$ cat src/rtl/ialu_pkg.sv
`default_nettype none
// ----------------------------------------------------------------------------
// ialu_pkg: shared types and codes for the pipelined integer ALU
// Opcodes, error codes and the payload structs of both channels.
// ----------------------------------------------------------------------------
package ialu_pkg;

  localparam int DATA_WIDTH_DEF = 32;
  localparam int FIELD_W        = 32;

  localparam logic [3:0] OP_ADD = 4'd0;
  localparam logic [3:0] OP_SUB = 4'd1;
  localparam logic [3:0] OP_MUL = 4'd2;
  localparam logic [3:0] OP_DIV = 4'd3;
  localparam logic [3:0] OP_LSR = 4'd4;
  localparam logic [3:0] OP_ASR = 4'd5;
  localparam logic [3:0] OP_LSL = 4'd6;
  localparam logic [3:0] OP_AND = 4'd7;
  localparam logic [3:0] OP_OR  = 4'd8;
  localparam logic [3:0] OP_XOR = 4'd9;
  localparam logic [3:0] OP_NEG = 4'd10;
  localparam logic [3:0] OP_NOT = 4'd11;

  localparam logic [1:0] ERR_NONE     = 2'd0;
  localparam logic [1:0] ERR_DIV_ZERO = 2'd1;
  localparam logic [1:0] ERR_BAD_OP   = 2'd2;

  typedef struct packed {
    logic [3:0]         op;
    logic [FIELD_W-1:0] operand_a;
    logic [FIELD_W-1:0] operand_b;
  } in_t;

  typedef struct packed {
    logic [FIELD_W-1:0] result;
    logic [1:0]         error;
  } out_t;

endpackage
`default_nettype wire

$ cat src/rtl/ialu_div_step.sv
`default_nettype none
// ----------------------------------------------------------------------------
// ialu_div_step: one restoring division step
// Shifts one dividend bit into the partial remainder and produces one
// quotient bit.
// ----------------------------------------------------------------------------
module ialu_div_step import ialu_pkg::*; #(
  parameter int W = DATA_WIDTH_DEF
) (
  input  logic [W-1:0] rem_i,
  input  logic [W-1:0] quo_i,
  input  logic [W-1:0] dv_i,
  output logic [W-1:0] rem_o,
  output logic [W-1:0] quo_o
);

  logic [W:0] trial;
  logic [W:0] diff;

  assign trial = {rem_i, quo_i[W-1]};
  assign diff  = trial - {1'b0, dv_i};

  // borrow out means the divisor did not fit: restore
  assign rem_o = diff[W] ? trial[W-1:0] : diff[W-1:0];
  assign quo_o = {quo_i[W-2:0], ~diff[W]};

endmodule
`default_nettype wire

$ cat config.mk
export PLATFORM = sky130hd
export DESIGN_NAME = ialu_div_step
export DESIGN_NICKNAME = d
export VERILOG_FILES = /design/src/rtl/ialu_pkg.sv /design/src/rtl/ialu_div_step.sv
export SDC_FILE = /design/constraint.sdc
export NUM_CORES = 1
export LEC_CHECK = 0
export BUFFER_PORTS_ARGS = -buffer_cell sky130_fd_sc_hd__clkbuf_2
export CAP_MARGIN = 10
export CORE_MARGIN = 1
export CORE_UTILIZATION = 42
export DETAILED_ROUTE_END_ITERATION = 8
export PLACE_DENSITY = 0.82
export SYNTH_ARGS = -nofsm -noshare
export SYNTH_HDL_FRONTEND = slang
export SYNTH_SLANG_ARGS = --single-unit
$ cat constraint.sdc
create_clock -name vclk -period 2.7
set_input_delay 0.27 -clock vclk [all_inputs]
set_output_delay 0.27 -clock vclk [all_outputs]
set_load 0.05 [all_outputs]
==> impl_metrics.toml, run 1 <==
[timing]
max_freq_mhz = 331
hold_ws_ns = 0.540
hold_viol = 0
rsz0062_at_grt = "true"
tightestPinTransition_ns = 0.454
fin_crit_sh_pct = 112
timing.final.ws_setup_ns = -0.321
period_minus_slack_ns = 3.02
slew_headroom_pct = 69.7
finalMaxSlewViolations = 0
setup_violations = 33

[yosys]
synthesis.area_um2 = 2690
synth.area.top_cells = "ha_1 (15%), mux2_4 (10%), buf_4 (8.7%), a21oi_1 (6.3%), nand2_1 (6.1%)"
yosysSeqAreaShare_pct = 0
synth_warnings = 0
ys_top_cells_by_count = "nand2_1 (44), inv_1 (41), a21oi_1 (34)"
avgSynthCellArea_um2 = 6.87
synth_most_common_cell = "nand2_1"
synth_area_leader_cell = "ha_1"
netlist_instances = 391
synth_nets = 520
synthDistinctLibCells = 49
synth_top_area_share_pct = 14.9

[die]
core_um2 = 6060
die-width_um = 82.0
floorplan.initialDensity_pct = 44.3
fp.dieH_um = 82.0
die-area_um2 = 6720
fp-row-count = 28
io_pins = 160

[worst_hold_path]
hp-class = "input port to output port"

[global_routing]
grt-busiest-layer = "met2"
grt_max_degree = 14
grt_use_met3_pct = 2.89
gr-usage-met2_pct = 52.9
antenna_found_initial = 0
grt_pass1_wl_mm = 15.6
track_usage_pct = 29.2
grt_pass1_vias = 3460
grt_overflow = 0
use_met1_pct = 34.8

[worst_setup_path]
max_stage_delay_ns = 0.34
arrival_ns = 2.75
start_kind = "input port"
cp-end-kind = "output port"
critPathMaxFanout = 7
worst-path-buf-inv = 5
crit_family = "compound AO/OA/AOI/OAI gates"
critPathKind = "input port to output port"
cp_data_required_time_ns = 2.43
cp_cell_sequence = "clkbuf_16 -> inv_12 -> ha_4 -> a21oi_4 -> o211ai_1 -> a221o_1 -> a211o_1 -> o211ai_1 -> o211ai_4 -> inv_4 -> buf_12 -> mux2_4 -> clkbuf_16"
timing.critical_path.slowest_stage_cell = "a221o_1"

[final_layout]
postLayoutCellArea_um2 = 4480
antennaDiodeCount = 0
drive_above_1_share_pct = 47.3
instances_no_fill = 620
syn_to_final_growth_pct = 66.9
final.fill_count = 431
multiInputGateArea_um2 = 2500
regArea_um2 = 0
final_nets = 676
seq_cells = 0
nClkBuffers = 0

[status]
status = "complete, but fails checks"
violations = "negative setup slack"

[placed_design]
hpwl_mm = 7.65
gp_congestion = 0.946
placed_cells = 611
port_buffers = 98
placed_cell_area_um2 = 4020

[route]
drc = 0
drt_iter0_drc = 279
routed_via_density = 5.74
vias = 3556
wl_per_cell_um = 16.7
routed_wl_mm = 10.3
final_antenna_net_count = 0
drt-pass1-iter-count = 5

[run]
maxCapViolCount = 0

[power_and_ir_drop]
powerDensity_nw_per_um2 = 423
irDropWorstVdd_mv = 0.280
power.leakage_nw = 2.35
==> cells by family (layout without fill, tap and decap cells) <==
kind of cell,count (synthesis),count (layout),share of synthesized area [%]
simple gates,108,108,19.3
xor+xnor,24,24,7.82
mux,18,18,10.1
fa+ha+maj,33,33,15.6
buf+inv,88,242,17.5
compound gates,120,120,29.7
==> routing by layer <==
layer,wire length (um),vias to the layer above
met2,5180,206
met3,602,54
met5,0,-
met4,434,0
met1,4130,1632
li1,-,1664
==> where the power goes <==
| part | internal (mW) | switching, mW |
|---|---|---|
| combinational | 0.888 | 1.01 |
| clock | 0 | 0 |
| sequential | 0 | 0 |
| total | 0.888 | 1.01 |
==> timing repair <==
item | 4_1_cts | 5_1_grt
resized for setup | 65 | 36
setup endpoints to repair | 33 | 33
buffers inserted | 7 | 2
pin swaps | 20 | 12
hold buffers | 0 | 0
cloned | 0 | 0
==> stage by stage <==
step,setup TNS [ns],setup WS [ns],power [mW],util [%]
5_1_grt,-11.24,-0.411,1.99,74.0
2_1_floorplan,-8.71,-0.322,1.18,-
3_3_place_gp,-10.80,-0.386,1.58,66.3
4_1_cts,-8.40,-0.305,1.78,72.0
3_5_place_dp,-13.74,-0.494,1.61,66.3
6_report,-8.20,-0.321,1.90,74.0
==> cell usage in the layout (no fill, tap or decap), drive strengths merged, types with 2 or more instances in the layout <==
| cell type | n |
|---|---|
| a211oi | 4 |
| a21boi | 2 |
| a21o | 15 |
| a21oi | 36 |
| a31oi | 2 |
| and2 | 3 |
| and3 | 6 |
| and4 | 2 |
| buf | 131 |
| clkbuf | 69 |
| ha | 32 |
| inv | 42 |
| mux2 | 18 |
| nand2 | 44 |
| nand2b | 5 |
| nand3 | 11 |
| nand4 | 7 |
| nor2 | 16 |
| nor2b | 5 |
| nor3 | 4 |
| o2111ai | 2 |
| o211ai | 9 |
| o21a | 6 |
| o21ai | 24 |
| o21bai | 5 |
| o31ai | 5 |
| o41ai | 2 |
| xnor2 | 14 |
| xor2 | 10 |
==> area by class of cell <==
class	instances	share of cell area, %
Multi-Input combinational cell	303	55.8
Timing Repair Buffer	200	38.2
Inverter	42	3.85
Tap cell	75	2.09
==> worst paths after layout <==
kind / depth (start not counted) / endpoint / from
setup / recovery: 13 / rem_o[16] / dv_i[16]
hold / removal: 0 / quo_o[10] / quo_i[9]
No activity file was read; power rests on OpenSTA's default activity.
==> inputs of run 2 (changes only) <==
--- a/config.mk
+++ b/config.mk
@@ -11,5 +11,5 @@
 export CORE_UTILIZATION = 42
 export DETAILED_ROUTE_END_ITERATION = 8
-export PLACE_DENSITY = 0.82
+export PLACE_DENSITY = 0.91
 export SYNTH_ARGS = -nofsm -noshare
 export SYNTH_HDL_FRONTEND = slang
==> constraint.sdc (replaced) <==
create_clock -name vclk -period 2.7
set_input_delay 0 -clock vclk [all_inputs]
set_output_delay 0 -clock vclk [all_outputs]
set_load 0.05 [all_outputs]
==> impl_metrics.toml, run 2 (synthesis gave the netlist of run 1 again) <==
[status]
status = "completed"

[placed_design]
port_buffers = 98
placed_cells = 548
gp_congestion = 0.899
preCtsSetupSlack_ns = -0.0703
hpwl_mm = 6.69

[global_routing]
grt_pass1_vias = 2838
grt_max_degree = 15
antenna_found_initial = 0
grt_overflow = 0
track_usage_pct = 22.9
grt_pass1_wl_mm = 12.4

[timing]
max_freq_mhz = 383
setup_violations = 0
slew_headroom_pct = 67.8
timing.final.ws_setup_ns = 0.0865
fin_crit_sh_pct = 96.8
tightestPinTransition_ns = 0.471
finalMaxSlewViolations = 0
fin_tns_setup_ns = 0
period_minus_slack_ns = 2.61
hold_viol = 0

[die]
core_um2 = 6060
fp.dieH_um = 82.0
floorplan.initialDensity_pct = 44.3
die-area_um2 = 6720
fp-row-count = 28
die-width_um = 82.0
io_pins = 160

[worst_setup_path]
critPathMaxFanout = 9
start_kind = "input port"
cp_data_required_time_ns = 2.70
arrival_ns = 2.61
cp-end-kind = "output port"
critPathKind = "input port to output port"

[final_layout]
drive_above_1_share_pct = 34.2
syn_to_final_growth_pct = 28.4
layout_commonest_cell = "clkbuf_2"
antennaDiodeCount = 0
regArea_um2 = 0
instances_no_fill = 549
final_nets = 605
final.fill_count = 586
seq_cells = 0
most-common-layout-cells = "clkbuf_2 (69), nand2_1 (44), inv_1 (41)"
fin_util_pct = 56.9
nClkBuffers = 0
multiInputGateArea_um2 = 2280

[route]
drt-pass1-iter-count = 5
routed_wl_mm = 7.94
routed_via_density = 5.60
drc = 0
wl_per_cell_um = 14.5
final_antenna_net_count = 0
vias = 3072
drt_iter0_drc = 130

[worst_hold_path]
hp-class = "input port to output port"
whs_path_depth = 0
hold_end = "quo_o[15]"
min_from = "quo_i[14]"

[power_and_ir_drop]
powerDensity_nw_per_um2 = 428
irDropWorstVdd_mv = 0.251
power.leakage_nw = 1.87

[run]
maxCapViolCount = 0

[clock_network]
cts_hold_buf = 0
## run 2: changes by cell type in the layout (fill, tap and decap cells not counted), moves of 5 or more
cell / change
buf_8: -18
buf_4: -65
clkbuf_2: +7
o21ai_2: -5
o21ai_0: +8
buf_2: +13
ha_1: +5
ha_4: -5
## run 2: stage by stage
stage / instance area [um2] / power (mW) / hold WS, ns
2_1_floorplan: 2700 / 1.09 / 0.167
3_3_place_gp: 3370 / 1.42 / 0.000341
3_5_place_dp: 3370 / 1.43 / 0.000341
4_1_cts: 3390 / 1.45 / 0.000341
5_1_grt: 3450 / 1.57 / 0.0000719
6_report: 3450 / 1.48 / 0.0000220
## run 2: worst max-delay path by stage
stage	cells past startpoint	slack (ns)	from	end
finish	13	0.09	dv_i[16]	rem_o[31]
global route	13	-0.05	dv_i[16]	rem_o[14]
CTS	14	0.02	quo_i[31]	rem_o[14]
detailed placement	14	-0.07	quo_i[31]	rem_o[14]
global placement	14	0.08	quo_i[31]	rem_o[20]
floorplan	11	-0.33	dv_i[16]	rem_o[12]
## run 2: what timing repair did
| item | 4_1_cts | 5_1_grt |
|---|---|---|
| setup buffers | 0 | 1 |
| pin swaps | 0 | 6 |
| resized for setup | 3 | 38 |
| setup endpoints to repair | 23 | 28 |
## run 2: cell type report
cell class | count | share of cell area [%]
inverters | 42 | 4.57
multi-input cells | 303 | 66.1
well taps | 75 | 2.72
repair buffers | 129 | 26.6
## run 2: power breakdown
| group | leakage [nW] | switching [mW] | total, mW | internal [mW] |
|---|---|---|---|---|
| combinational | 1.87 | 0.863 | 1.48 | 0.613 |
| sequential | 0 | 0 | 0 | 0 |
| clock | 0 | 0 | 0 | 0 |
## run 2: critical path, cell delays in order
cell and delay (ns):
clkbuf_2 0.08, inv_1 0.05, ha_2 0.30, a21oi_4 0.17
o211ai_1 0.11, a221o_1 0.37, a211o_1 0.26, o211ai_1 0.29
o211ai_4 0.16, inv_2 0.14, buf_12 0.16, mux2_4 0.29
clkbuf_2 0.23
## run 2: metal layers
metal | up-vias | part of all wire, % | GRT usage [%]
met4 | 0 | 2.3 | 6.49
li1 | 1519 | - | -
met2 | 131 | 48 | 41.9
met5 | - | 0 | 0
met1 | 1390 | 43 | 28.5
met3 | 32 | 6.1 | 1.11
==> inputs of run 3 (changes only) <==
CORE_UTILIZATION = 50   (was 42)
PLACE_DENSITY = 0.95   (was 0.91)
RECOVER_POWER = 25   (was default)
clock period = 3.1 ns   (was 2.7 ns; I/O delays follow)
==> impl_metrics.toml, run 3 (synthesis gave the netlist of run 1 again) <==
[timing]
setup_violations = 0
hold_ws_ns = 0.0000220
period_minus_slack_ns = 2.89
tightestPinTransition_ns = 0.474
hold_viol = 0
finalMaxSlewViolations = 0
max_freq_mhz = 346
rsz0062_at_grt = "false"
fin_crit_sh_pct = 93.1
slew_headroom_pct = 68.1

[global_routing]
grt_pass1_vias = 2700
grt_max_degree = 19
antenna_found_initial = 0
grt_overflow = 0
grt-busiest-layer = "met2"
grt_use_met3_pct = 1.32
gr-usage-met2_pct = 47.8
use_met1_pct = 31.6
track_usage_pct = 25.7
grt_pass1_wl_mm = 11.6

[die]
io_pins = 160
die-area_um2 = 5670
fp-row-count = 26
die-width_um = 75.3
core_um2 = 5140
floorplan.initialDensity_pct = 52.3
fp.dieH_um = 75.3

[worst_setup_path]
cp_data_required_time_ns = 3.10
arrival_ns = 2.89
max_stage_delay_ns = 0.41
crit_family = "compound AO/OA/AOI/OAI gates"
critPathKind = "input port to output port"
crit_cells = 14
timing.critical_path.slowest_stage_cell = "fa_1"
worst-path-buf-inv = 5
critPathMaxFanout = 9
start_kind = "input port"
cp-end-kind = "output port"
cp_cell_sequence = "clkbuf_2 -> inv_1 -> ha_1 -> fa_1 -> nand2b_1 -> a21oi_1 -> o211ai_1 -> a21oi_1 -> o21a_1 -> o211ai_4 -> inv_2 -> buf_12 -> mux2_4 -> clkbuf_2"

[final_layout]
nClkBuffers = 0
antennaDiodeCount = 0
drive_above_1_share_pct = 28.6
final_nets = 582
regArea_um2 = 0
final.fill_count = 495
most-common-layout-cells = "clkbuf_2 (96), nand2_1 (44), inv_1 (41)"
seq_cells = 0
layout_commonest_cell = "clkbuf_2"
syn_to_final_growth_pct = 13.1

[run]
maxCapViolCount = 0

[worst_hold_path]
hp-class = "input port to output port"
whs_path_depth = 0

[power_and_ir_drop]
power.leakage_nw = 1.70
powerDensity_nw_per_um2 = 360
total_power_mw = 1.09
irDropWorstVdd_mv = 0.188

[route]
final_antenna_net_count = 0
drc = 0
drt-pass1-iter-count = 5
routed_via_density = 5.80
drt_iter0_drc = 201
vias = 3022
routed_wl_mm = 7.40
wl_per_cell_um = 14.2

[placed_design]
port_buffers = 98
hpwl_mm = 6.33
gp_congestion = 0.961

[status]
status = "completed"

[clock_network]
cts_hold_buf = 0
-- run 3: cell count changes in the layout (fill, tap and decap cells not counted), moves of 4 or more --
| cell | delta |
|---|---|
| clkbuf_2 | +27 |
| a21oi_2 | -4 |
| buf_4 | -26 |
| buf_2 | -12 |
| a21oi_1 | +5 |
| buf_12 | -10 |
-- run 3: repair_timing --
| item | in CTS | in global routing |
|---|---|---|
| resized for setup | 0 | 4 |
| setup buffers | 0 | 0 |
| endpoints found under the setup margin | 0 | 2 |
-- run 3: metrics by stage --
stage	area (um2)	std cells	setup TNS (ns)	worst slack (ns)	utilization (%)
6_report	3040	521	0	0.214	59.1
3_5_place_dp	3040	521	0	0.172	59.1
3_3_place_gp	3040	521	0	0.282	59.1
4_1_cts	3040	521	0	0.157	59.1
5_1_grt	3040	521	0	0.00101	59.1
2_1_floorplan	2690	391	-0.639	-0.319	-
-- run 3: report_power, final --
part	switching [mW]	total [mW]	internal, mW
clock	0	0	0
sequential	0	0	0
combinational	0.714	1.09	0.379
total	0.714	1.09	0.379
-- run 3: worst paths after layout --
| check | from | to | slack (ns) |
|---|---|---|---|
| min | quo_i[1] | quo_o[2] | 0.00002 |
| max | quo_i[31] | rem_o[31] | 0.21 |
-- run 3: layer usage --
layer / vias up / part of all wire [%] / wire (um)
met2: 131 / 50 / 3670
met5: - / 0 / 0
li1: 1478 / - / -
met1: 1383 / 41 / 3030
met4: 0 / 2.8 / 208
met3: 30 / 6.6 / 488
-- run 3: area by class of cell --
type               count  area (um2)  area share, %
inverters             42         158           5.19
repair buffers       106         578           19.0
well taps             70        87.6           2.88
multi-input cells    303        2220           72.9
